**src/rtl/calendar_date_add_subtract_unit_defines.svh**
```systemverilog
// Assertion macros shared by the calendar date unit RTL.
`ifndef CALENDAR_DATE_ADD_SUBTRACT_UNIT_DEFINES_SVH
`define CALENDAR_DATE_ADD_SUBTRACT_UNIT_DEFINES_SVH

`ifndef SYNTH
`define CDAS_ASSERT_IMPL(label, clk, rst_n, ante, cons) \
    label: assert property (@(posedge clk) disable iff (!rst_n) (ante) |-> (cons)) \
        else $error("calendar date unit: same-cycle check failed");
`define CDAS_ASSERT_NEXT(label, clk, rst_n, ante, cons) \
    label: assert property (@(posedge clk) disable iff (!rst_n) (ante) |=> (cons)) \
        else $error("calendar date unit: next-cycle check failed");
`else
`define CDAS_ASSERT_IMPL(label, clk, rst_n, ante, cons)
`define CDAS_ASSERT_NEXT(label, clk, rst_n, ante, cons)
`endif

`endif

```
**src/rtl/cdas_pkg.sv**
```systemverilog
// Types, constants and calendar tables for the calendar date unit.
package cdas_pkg;

    localparam int YEAR_LIMIT = 9999;
    localparam int ACC_W      = 26;
    localparam int N_W        = 25;
    localparam int YEAR_W     = 14;

    localparam logic signed [ACC_W-1:0] SERIAL_LAST = ACC_W'(365 * YEAR_LIMIT
        + YEAR_LIMIT / 4 - YEAR_LIMIT / 100 + YEAR_LIMIT / 400 - 1);
    localparam logic signed [ACC_W-1:0] MONTH_INDEX_MIN = ACC_W'(12);
    localparam logic signed [ACC_W-1:0] MONTH_INDEX_END = ACC_W'((YEAR_LIMIT + 1) * 12);
    localparam logic signed [ACC_W-1:0] YEAR_MIN_S      = ACC_W'(1);
    localparam logic signed [ACC_W-1:0] YEAR_LIMIT_S    = ACC_W'(YEAR_LIMIT);

    localparam logic [3:0] MONTH_JAN = 4'd1;
    localparam logic [3:0] MONTH_FEB = 4'd2;
    localparam logic [3:0] MONTH_DEC = 4'd12;

    localparam logic [3:0] SER_LAST   = 4'd3;
    localparam logic [3:0] SPLIT_LAST = 4'd13;

    localparam logic [1:0] STATUS_OK       = 2'd0;
    localparam logic [1:0] STATUS_BAD_DATE = 2'd1;
    localparam logic [1:0] STATUS_RANGE    = 2'd2;

    localparam logic [1:0] KIND_DAYS   = 2'd0;
    localparam logic [1:0] KIND_WEEKS  = 2'd1;
    localparam logic [1:0] KIND_MONTHS = 2'd2;
    localparam logic [1:0] KIND_YEARS  = 2'd3;

    typedef struct packed {
        logic [2:0]  req_type;
        logic [4:0]  day_in;
        logic [3:0]  month_in;
        logic [13:0] year_in;
        logic [21:0] amount;
    } req_t;

    typedef struct packed {
        logic [4:0]  day_out;
        logic [3:0]  month_out;
        logic [13:0] year_out;
        logic [1:0]  status;
    } rsp_t;

    typedef struct packed {
        logic             subtract;
        logic [ACC_W-1:0] operand;
    } alu_ctl_t;

    typedef enum logic [10:0] {
        S_IDLE  = 11'b000_0000_0001,
        S_CHECK = 11'b000_0000_0010,
        S_SER   = 11'b000_0000_0100,
        S_ADDN  = 11'b000_0000_1000,
        S_RANGE = 11'b000_0001_0000,
        S_MDIV  = 11'b000_0010_0000,
        S_SPLIT = 11'b000_0100_0000,
        S_LEAPW = 11'b000_1000_0000,
        S_MSCAN = 11'b001_0000_0000,
        S_CLAMP = 11'b010_0000_0000,
        S_DONE  = 11'b100_0000_0000
    } state_t;

    // Divisibility by 25 uses the inverse of 25 modulo 2^14 and a bound compare.
    function automatic logic is_leap(input logic [YEAR_W-1:0] y);
        logic [YEAR_W-1:0] prod;
        logic              div25;
        prod  = YEAR_W'(y * YEAR_W'(7209));
        div25 = (prod <= YEAR_W'((2**YEAR_W - 1) / 25));
        return (y[1:0] == 2'b00) && (!div25 || (y[3:0] == 4'b0000));
    endfunction

    function automatic logic [4:0] month_len(input logic [3:0] m, input logic leap);
        logic [4:0] len;
        case (m)
            4'd1, 4'd3, 4'd5, 4'd7, 4'd8, 4'd10, 4'd12: len = 5'd31;
            4'd4, 4'd6, 4'd9, 4'd11:                    len = 5'd30;
            4'd2:                                       len = leap ? 5'd29 : 5'd28;
            default:                                    len = 5'd0;
        endcase
        return len;
    endfunction

    function automatic logic [8:0] days_before(input logic [3:0] m, input logic leap);
        logic [8:0] cnt;
        case (m)
            4'd1:    cnt = 9'd0;
            4'd2:    cnt = 9'd31;
            4'd3:    cnt = 9'd59;
            4'd4:    cnt = 9'd90;
            4'd5:    cnt = 9'd120;
            4'd6:    cnt = 9'd151;
            4'd7:    cnt = 9'd181;
            4'd8:    cnt = 9'd212;
            4'd9:    cnt = 9'd243;
            4'd10:   cnt = 9'd273;
            4'd11:   cnt = 9'd304;
            4'd12:   cnt = 9'd334;
            default: cnt = 9'd0;
        endcase
        if (leap && (m > MONTH_FEB) && (m <= MONTH_DEC))
        begin
            cnt = cnt + 9'd1;
        end
        return cnt;
    endfunction

    // Restoring split of a day count into 400, 100, 4 and 1 year periods.
    function automatic logic [21:0] split_div(input logic [3:0] k);
        logic [21:0] d;
        case (k)
            4'd0:    d = 22'd2337552;
            4'd1:    d = 22'd1168776;
            4'd2:    d = 22'd584388;
            4'd3:    d = 22'd292194;
            4'd4:    d = 22'd146097;
            4'd5:    d = 22'd73048;
            4'd6:    d = 22'd36524;
            4'd7:    d = 22'd23376;
            4'd8:    d = 22'd11688;
            4'd9:    d = 22'd5844;
            4'd10:   d = 22'd2922;
            4'd11:   d = 22'd1461;
            4'd12:   d = 22'd730;
            4'd13:   d = 22'd365;
            default: d = 22'd0;
        endcase
        return d;
    endfunction

    function automatic logic [YEAR_W-1:0] split_wt(input logic [3:0] k);
        logic [YEAR_W-1:0] w;
        case (k)
            4'd0:    w = 14'd6400;
            4'd1:    w = 14'd3200;
            4'd2:    w = 14'd1600;
            4'd3:    w = 14'd800;
            4'd4:    w = 14'd400;
            4'd5:    w = 14'd200;
            4'd6:    w = 14'd100;
            4'd7:    w = 14'd64;
            4'd8:    w = 14'd32;
            4'd9:    w = 14'd16;
            4'd10:   w = 14'd8;
            4'd11:   w = 14'd4;
            4'd12:   w = 14'd2;
            4'd13:   w = 14'd1;
            default: w = 14'd0;
        endcase
        return w;
    endfunction

endpackage

```
**src/rtl/cdas_alu.sv**
```systemverilog
// Shared add and subtract unit of the calendar date sequencer.
module cdas_alu
    import cdas_pkg::*;
(
    input  logic signed [ACC_W-1:0] acc,
    input  alu_ctl_t                ctl,
    output logic signed [ACC_W-1:0] sum
);

    logic signed [ACC_W-1:0] opd;

    assign opd = $signed(ctl.operand);
    assign sum = ctl.subtract ? (acc - opd) : (acc + opd);

endmodule

```
**src/rtl/calendar_date_add_subtract_unit.sv**
```systemverilog
// Top level of the Gregorian calendar date add and subtract unit.
// The done strobe follows a transfer on start and is high for one cycle; rsp holds the result after it.
// Invalid dates and zero amounts go from the check straight to done; other moves add, range-check and clamp.
// Day moves use the shared adder: 4 serial steps, 14 restoring split steps, up to 12 month steps.
// A new request is taken in the cycle after done; rst_n clears the sequencer to idle at once.
`include "calendar_date_add_subtract_unit_defines.svh"

module calendar_date_add_subtract_unit
    import cdas_pkg::*;
(
    input  logic clk,
    input  logic rst_n,
    input  logic start,
    input  req_t req,
    output logic busy,
    output logic done,
    output rsp_t rsp
);

    state_t state_reg, state_next;
    logic [3:0] step_reg, step_next;

    logic [2:0]        op_reg;
    logic [4:0]        day_reg;
    logic [3:0]        mon_reg;
    logic [YEAR_W-1:0] year_reg;
    logic [N_W-1:0]    n_reg;
    logic              lpin_reg;
    logic              leap_reg;

    logic signed [ACC_W-1:0] acc_reg, acc_next;
    logic [YEAR_W-1:0]       qt_reg, qt_next;
    logic [YEAR_W-1:0]       ry_reg, ry_next;
    logic [3:0]              rm_reg, rm_next;
    logic [4:0]              rd_reg, rd_next;
    logic [1:0]              status_reg, status_next;

    alu_ctl_t                alu_ctl;
    logic signed [ACC_W-1:0] alu_sum;

    logic [1:0]        kind;
    logic              sub;
    logic [YEAR_W-1:0] p;
    logic [26:0]       p_mul;
    logic [7:0]        q100;
    logic [22:0]       p365;
    logic [17:0]       y12;
    logic [30:0]       t_mul;
    logic [YEAR_W-1:0] q12;
    logic [9:0]        day_ofs;
    logic [4:0]        ml_in;
    logic [4:0]        ml_res;
    logic              date_ok;
    logic              out_of_range;
    logic              accept;
    logic [N_W-1:0]    n_in;

    assign accept = start && !busy;
    assign n_in   = (req.req_type[1:0] == KIND_WEEKS)
                  ? ((N_W'(req.amount) << 3) - N_W'(req.amount))
                  : N_W'(req.amount);

    assign kind    = op_reg[1:0];
    assign sub     = op_reg[2];
    assign p       = year_reg - YEAR_W'(1);
    assign p_mul   = 27'(p) * 27'd5243;
    assign q100    = p_mul[26:19];
    assign p365    = 23'(p) * 23'd365;
    assign y12     = (18'(year_reg) * 18'd12) + 18'(mon_reg) - 18'd1;
    assign t_mul   = 31'(acc_reg[16:2]) * 31'd43691;
    assign q12     = t_mul[30:17];
    assign day_ofs = 10'(days_before(mon_reg, lpin_reg)) + 10'(day_reg) - 10'd1;
    assign ml_in   = month_len(mon_reg, lpin_reg);
    assign ml_res  = month_len(rm_reg, leap_reg);

    assign date_ok = (year_reg >= YEAR_W'(1)) && (year_reg <= YEAR_W'(YEAR_LIMIT))
                  && (mon_reg >= MONTH_JAN) && (mon_reg <= MONTH_DEC)
                  && (day_reg != 5'd0) && (day_reg <= ml_in);

    always_comb
    begin
        case (kind)
            KIND_DAYS, KIND_WEEKS:
                out_of_range = acc_reg[ACC_W-1] || (acc_reg > SERIAL_LAST);
            KIND_MONTHS:
                out_of_range = (acc_reg < MONTH_INDEX_MIN) || (acc_reg >= MONTH_INDEX_END);
            default:
                out_of_range = (acc_reg < YEAR_MIN_S) || (acc_reg > YEAR_LIMIT_S);
        endcase
    end

    always_comb
    begin
        alu_ctl.subtract = 1'b0;
        alu_ctl.operand  = '0;
        case (state_reg)
            S_SER:
            begin
                case (step_reg)
                    4'd0:
                    begin
                        alu_ctl.operand = ACC_W'(p >> 2);
                    end
                    4'd1:
                    begin
                        alu_ctl.subtract = 1'b1;
                        alu_ctl.operand  = ACC_W'(q100);
                    end
                    4'd2:
                    begin
                        alu_ctl.operand = ACC_W'(q100 >> 2);
                    end
                    default:
                    begin
                        alu_ctl.operand = ACC_W'(day_ofs);
                    end
                endcase
            end
            S_ADDN:
            begin
                alu_ctl.subtract = sub;
                alu_ctl.operand  = ACC_W'(n_reg);
            end
            S_MDIV:
            begin
                alu_ctl.subtract = 1'b1;
                alu_ctl.operand  = ACC_W'((18'(qt_reg) << 3) + (18'(qt_reg) << 2));
            end
            S_SPLIT:
            begin
                alu_ctl.subtract = 1'b1;
                alu_ctl.operand  = ACC_W'(split_div(step_reg));
            end
            S_MSCAN:
            begin
                alu_ctl.subtract = 1'b1;
                alu_ctl.operand  = ACC_W'(ml_res);
            end
            default:
            begin
                alu_ctl.subtract = 1'b0;
                alu_ctl.operand  = '0;
            end
        endcase
    end

    cdas_alu u_alu (
        .acc (acc_reg),
        .ctl (alu_ctl),
        .sum (alu_sum)
    );

    always_comb
    begin
        state_next  = state_reg;
        step_next   = step_reg;
        acc_next    = acc_reg;
        qt_next     = qt_reg;
        ry_next     = ry_reg;
        rm_next     = rm_reg;
        rd_next     = rd_reg;
        status_next = status_reg;
        case (state_reg)
            S_IDLE:
            begin
                if (start)
                begin
                    state_next = S_CHECK;
                end
            end
            S_CHECK:
            begin
                if (!date_ok || (n_reg == '0))
                begin
                    status_next = date_ok ? STATUS_OK : STATUS_BAD_DATE;
                    ry_next     = year_reg;
                    rm_next     = mon_reg;
                    rd_next     = day_reg;
                    state_next  = S_DONE;
                end
                else
                begin
                    case (kind)
                        KIND_DAYS, KIND_WEEKS:
                        begin
                            acc_next   = $signed(ACC_W'(p365));
                            step_next  = 4'd0;
                            state_next = S_SER;
                        end
                        KIND_MONTHS:
                        begin
                            acc_next   = $signed(ACC_W'(y12));
                            state_next = S_ADDN;
                        end
                        default:
                        begin
                            acc_next   = $signed(ACC_W'(year_reg));
                            state_next = S_ADDN;
                        end
                    endcase
                end
            end
            S_SER:
            begin
                acc_next = alu_sum;
                if (step_reg == SER_LAST)
                begin
                    step_next  = 4'd0;
                    state_next = S_ADDN;
                end
                else
                begin
                    step_next = step_reg + 4'd1;
                end
            end
            S_ADDN:
            begin
                acc_next   = alu_sum;
                state_next = S_RANGE;
            end
            S_RANGE:
            begin
                if (out_of_range)
                begin
                    status_next = STATUS_RANGE;
                    ry_next     = year_reg;
                    rm_next     = mon_reg;
                    rd_next     = day_reg;
                    state_next  = S_DONE;
                end
                else
                begin
                    case (kind)
                        KIND_DAYS, KIND_WEEKS:
                        begin
                            ry_next    = YEAR_W'(1);
                            step_next  = 4'd0;
                            state_next = S_SPLIT;
                        end
                        KIND_MONTHS:
                        begin
                            qt_next    = q12;
                            state_next = S_MDIV;
                        end
                        default:
                        begin
                            ry_next    = acc_reg[YEAR_W-1:0];
                            rm_next    = mon_reg;
                            rd_next    = day_reg;
                            state_next = S_LEAPW;
                        end
                    endcase
                end
            end
            S_MDIV:
            begin
                acc_next   = alu_sum;
                ry_next    = qt_reg;
                rm_next    = alu_sum[3:0] + 4'd1;
                rd_next    = day_reg;
                state_next = S_LEAPW;
            end
            S_SPLIT:
            begin
                if (!alu_sum[ACC_W-1])
                begin
                    acc_next = alu_sum;
                    ry_next  = ry_reg + split_wt(step_reg);
                end
                if (step_reg == SPLIT_LAST)
                begin
                    step_next  = 4'd0;
                    rm_next    = MONTH_JAN;
                    state_next = S_LEAPW;
                end
                else
                begin
                    step_next = step_reg + 4'd1;
                end
            end
            S_LEAPW:
            begin
                state_next = kind[1] ? S_CLAMP : S_MSCAN;
            end
            S_MSCAN:
            begin
                if ((rm_reg != MONTH_DEC) && !alu_sum[ACC_W-1])
                begin
                    acc_next = alu_sum;
                    rm_next  = rm_reg + 4'd1;
                end
                else
                begin
                    rd_next    = acc_reg[4:0] + 5'd1;
                    state_next = S_CLAMP;
                end
            end
            S_CLAMP:
            begin
                if (rd_reg > ml_res)
                begin
                    rd_next = ml_res;
                end
                status_next = STATUS_OK;
                state_next  = S_DONE;
            end
            S_DONE:
            begin
                state_next = S_IDLE;
            end
            default:
            begin
                state_next = S_IDLE;
            end
        endcase
    end

    always_ff @(posedge clk or negedge rst_n)
    begin
        if (!rst_n)
        begin
            state_reg <= S_IDLE;
            step_reg  <= 4'd0;
        end
        else
        begin
            state_reg <= state_next;
            step_reg  <= step_next;
        end
    end

    always_ff @(posedge clk)
    begin
        if (accept)
        begin
            op_reg   <= req.req_type;
            day_reg  <= req.day_in;
            mon_reg  <= req.month_in;
            year_reg <= req.year_in;
            n_reg    <= n_in;
            lpin_reg <= is_leap(req.year_in);
        end
        acc_reg    <= acc_next;
        qt_reg     <= qt_next;
        ry_reg     <= ry_next;
        rm_reg     <= rm_next;
        rd_reg     <= rd_next;
        status_reg <= status_next;
        leap_reg   <= is_leap(ry_reg);
    end

    assign busy          = (state_reg != S_IDLE);
    assign done          = (state_reg == S_DONE);
    assign rsp.day_out   = rd_reg;
    assign rsp.month_out = rm_reg;
    assign rsp.year_out  = ry_reg;
    assign rsp.status    = status_reg;

    `CDAS_ASSERT_NEXT(a_accept_busy, clk, rst_n, start && !busy, busy)
    `CDAS_ASSERT_NEXT(a_done_idle, clk, rst_n, done, !busy)
    `CDAS_ASSERT_IMPL(a_ok_date, clk, rst_n, done && (rsp.status == STATUS_OK), (rsp.month_out >= MONTH_JAN) && (rsp.month_out <= MONTH_DEC) && (rsp.day_out != 5'd0))
    `CDAS_ASSERT_IMPL(a_split_nonneg, clk, rst_n, (state_reg == S_SPLIT) || (state_reg == S_MSCAN), !acc_reg[ACC_W-1])

endmodule
```
**config.mk**
```make
export PLATFORM = sky130hd
export DESIGN_NAME = calendar_date_add_subtract_unit
export DESIGN_NICKNAME = d
export VERILOG_FILES = /design/src/rtl/cdas_pkg.sv /design/src/rtl/cdas_alu.sv /design/src/rtl/calendar_date_add_subtract_unit.sv
export VERILOG_INCLUDE_DIRS = /design/src /design/src/rtl
export SDC_FILE = /design/constraint.sdc
export NUM_CORES = 1
export LEC_CHECK = 0
export BUFFER_PORTS_ARGS = -buffer_cell sky130_fd_sc_hd__buf_4
export CORE_UTILIZATION = 60
export CTS_CLUSTER_DIAMETER = 80
export CTS_CLUSTER_SIZE = 30
export DETAILED_ROUTE_END_ITERATION = 6
export GPL_TIMING_DRIVEN = 0
export PLACE_DENSITY = 0.77
export SKIP_LAST_GASP = 1
export SYNTH_ARGS = -nofsm -noshare
export SYNTH_HDL_FRONTEND = slang
export SYNTH_SLANG_ARGS = --single-unit
```
**constraint.sdc**
```tcl
create_clock -name clk -period 15.39 [get_ports clk]
set_input_delay 1.539 -clock clk [delete_from_list [all_inputs] [get_ports clk]]
set_output_delay 1.539 -clock clk [all_outputs]
set_load 0.02 [all_outputs]
```
==> insert_results.sql <==
INSERT INTO impl_metrics (metric_group, metric, value, unit) VALUES
('detailed_routing', 'detailed_routed_wire_length_on_met3', '8710', 'um'),
('final_layout', 'flip_flop_count_of_the_largest_register_after_layout', '26', ''),
('sta', 'final.setup.worst_slack', '1.16', 'ns'),
('detailed_routing', 'routed.top_layer', 'met5', ''),
('synthesis', 'mapped_cells', '3046', ''),
('synthesis', 'asyncSetResetFlopFracSynth', '10.6', '%'),
('clocking', 'cts_hold_buf', '0', ''),
('synthesis', 'synthesis.nets', '3785', ''),
('sta', 'report.final.setup_viol', '0', ''),
('place', 'globalplace.congestion', '1.06', ''),
('clocking', 'ctsLongestPathBuffers', '2', ''),
('sta', 'timing.final.crit_period', '14.23', 'ns'),
('synthesis', 'synth.area.top_cells', 'ha_1, fa_1, edfxtp_1, inv_1, xnor2_1', ''),
('final_layout', 'final_net_count', '3882', ''),
('clocking', 'cts.sink_count', '142', ''),
('sta', 'maxClockFrequency', '70.3', 'MHz'),
('sta', 'timing.max_slew.rel_slack', '7.10', '%'),
('sta', 'timing.final.max_slew_violations', '0', ''),
('clocking', 'clock_tree.htree_level_count', '4', ''),
('place', 'port-buffer-count', '77', ''),
('worst_setup_path', 'required', '15.48', 'ns'),
('sta', 'timing_hold_violations_final', '0', ''),
('die', 'die_width', '213', 'um'),
('detailed_routing', 'drt_pass1_iterations', '6', ''),
('grt', 'grt_remaining_overflow', '0', ''),
('min_path', 'hold_crit_path_type', 'flip-flop to flip-flop', ''),
('worst_setup_path', 'crit_buf_inv', '6', ''),
('synthesis', 'leading_area_contributor_after_synthesis', 'ha_1', ''),
('worst_setup_path', 'critPathCaptureType', 'flip-flop', ''),
('synthesis', 'yosysWarningCount', '0', ''),
('worst_setup_path', 'critPathSlowestCell', 'a311oi_1', ''),
('run_status', 'status', 'complete, no violations', ''),
('final_layout', 'final_cell_mix', 'ha_1, inv_1, nand2_1', ''),
('clocking', 'cts.clk_slew.worst_paths', '0.07', 'ns'),
('synthesis', 'synth.lib_cells_used.distinct', '105', ''),
('synthesis', 'synthDominantCellAreaShare', '23.3', '%'),
('final_layout', 'design_area', '0.0286', 'mm2'),
('detailed_routing', 'via_density_per_instance', '6.31', ''),
('worst_setup_path', 'cp_common_cell', 'inv_1', ''),
('grt', 'initial_antenna_violation_count', '4', ''),
('worst_setup_path', 'cp-start-kind', 'flip-flop', ''),
('detailed_routing', 'ant_nets', '0', ''),
('synthesis', 'leading_register_cell_type_out_of_synthesis', 'edfxtp_1', ''),
('die', 'placement_rows', '76', ''),
('sta', 'rsz_0062_raised_after_global_routing', 'false', ''),
('synthesis', 'mappedNetlistArea', '0.0266', 'mm2'),
('synthesis', 'synth_enable_flop_cells', '117', ''),
('die', 'floorplan.initialDensity', '61.3', '%'),
('grt', 'grt_pass1_wl', '133000', 'um'),
('place', 'dpl_worst_slack', '1.70', 'ns'),
('detailed_routing', 'finalWirelength', '87900', 'um'),
('die', 'die-area', '0.0452', 'mm2'),
('clocking', 'cts_setup_buffers', '0', ''),
('detailed_routing', 'met2_length', '38800', 'um'),
('synthesis', 'yosysSeqAreaShare', '15.4', '%'),
('worst_setup_path', 'critical-path-max-stage-delay', '1.02', 'ns'),
('die', 'die_h', '213', 'um'),
('clocking', 'cts_buffers', '17', ''),
('grt', 'first_global_vias', '23105', ''),
('clocking', 'tritoncts_clock_tree', 'yes', ''),
('die', 'core-area', '0.0435', 'mm2'),
('worst_setup_path', 'criticalPathCategory', 'flip-flop to flip-flop', ''),
('detailed_routing', 'dr_total_vias', '23630', ''),
('detailed_routing', 'route.layer.met1.wl', '36500', 'um'),
('worst_setup_path', 'crit_path_max_fanout', '7', ''),
('grt', 'globalRouteTotalUtil', '39.5', '%'),
('sta', 'worst_slew_pin_slew', '1.38', 'ns'),
('synthesis', 'avgSynthCellArea', '8.74', 'um2'),
('final_layout', 'post_route_cells_drive_above_1_share', '5.77', '%'),
('grt', 'maximum_number_of_pins_on_one_net_before_global_route_repair', '40', ''),
('clocking', 'cts_root_buffer', 'clkbuf_16', '');
## cell families (layout without fill, tap and decap cells)
logic type	after synthesis	in the layout	synth area share [%]
simple gates	731	731	13.7
compound gates	698	698	17.5
other cells	0	1	0
flops	142	142	15.4
buf+inv	560	670	8.02
mux	25	25	0.968
fa+ha+maj	689	689	37.8
xor+xnor	201	201	6.64
## area by class of cell
| cell class | instances | area [um2] |
|---|---|---|
| Multi-Input combinational cell | 2344 | 20400 |
| Timing Repair Buffer | 78 | 598 |
| Antenna cell | 1 | 2.50 |
| Tap cell | 585 | 732 |
| Buffer | 69 | 293 |
| Clock inverter | 15 | 144 |
| Inverter | 491 | 1840 |
| Sequential cell | 142 | 4090 |
| Clock buffer | 17 | 425 |
| Fill cell | 3649 | 14900 |
## routing by layer
metal	vias to the layer above	track usage [%]
met2	1154	62.5
met1	11407	52.9
met5	-	0
met4	6	16.2
li1	10846	-
met3	217	7.75
## worst paths after layout
kind / startpoint / to / slack, ns / depth (start not counted)
max in group asynchronous: rst_n / state_reg[0] / 14.22 / 1
worst max-delay path: year_reg[1] / rd_reg[0] / 1.16 / 40
worst min register to register: qt_reg[6] / ry_reg[6] / 0.69 / 2
min in group asynchronous: rst_n / state_reg[4] / 0.91 / 1
worst max register to register: year_reg[1] / rd_reg[0] / 1.16 / 40
worst min-delay path: qt_reg[6] / ry_reg[6] / 0.69 / 2
## cell usage after synthesis, drive strengths merged (19+ instances only)
cell type	number
xor2	64
ha	496
clkbuf	52
and2	19
mux2i	22
nor3	59
nor2b	29
o21a	22
o21bai	26
xnor2	137
o21ai	152
nor2	169
nand3	55
and3	33
fa	192
nand2	218
inv	491
a21o	47
o211ai	35
nor4	22
a21oi	184
edfxtp	117
a211oi	20
nand2b	27
## tightest hold or removal path, delay by kind of cell (launching register included)
| kind | cells | cell delay [ns] |
|---|---|---|
| AO/OA/AOI/OAI | 1 | 0.11 |
| AND/OR/NAND/NOR | 1 | 0.08 |
| flip-flops | 1 | 0.40 |
## per-stage QoR
stage	std cells	utilization, %	hold slack, ns	TNS [ns]
finish	3742	65.7	0.693	0
detailed placement	3709	64.4	0.683	0
CTS	3741	65.7	0.694	0
global route	3741	65.7	0.725	0
global placement	3708	64.3	0.657	-9.41
floorplan	3046	-	0.555	0
Power is left out: the tool's default activity adds up to more than one toggle a clock period on the data nets, which glitch-free logic cannot reach.
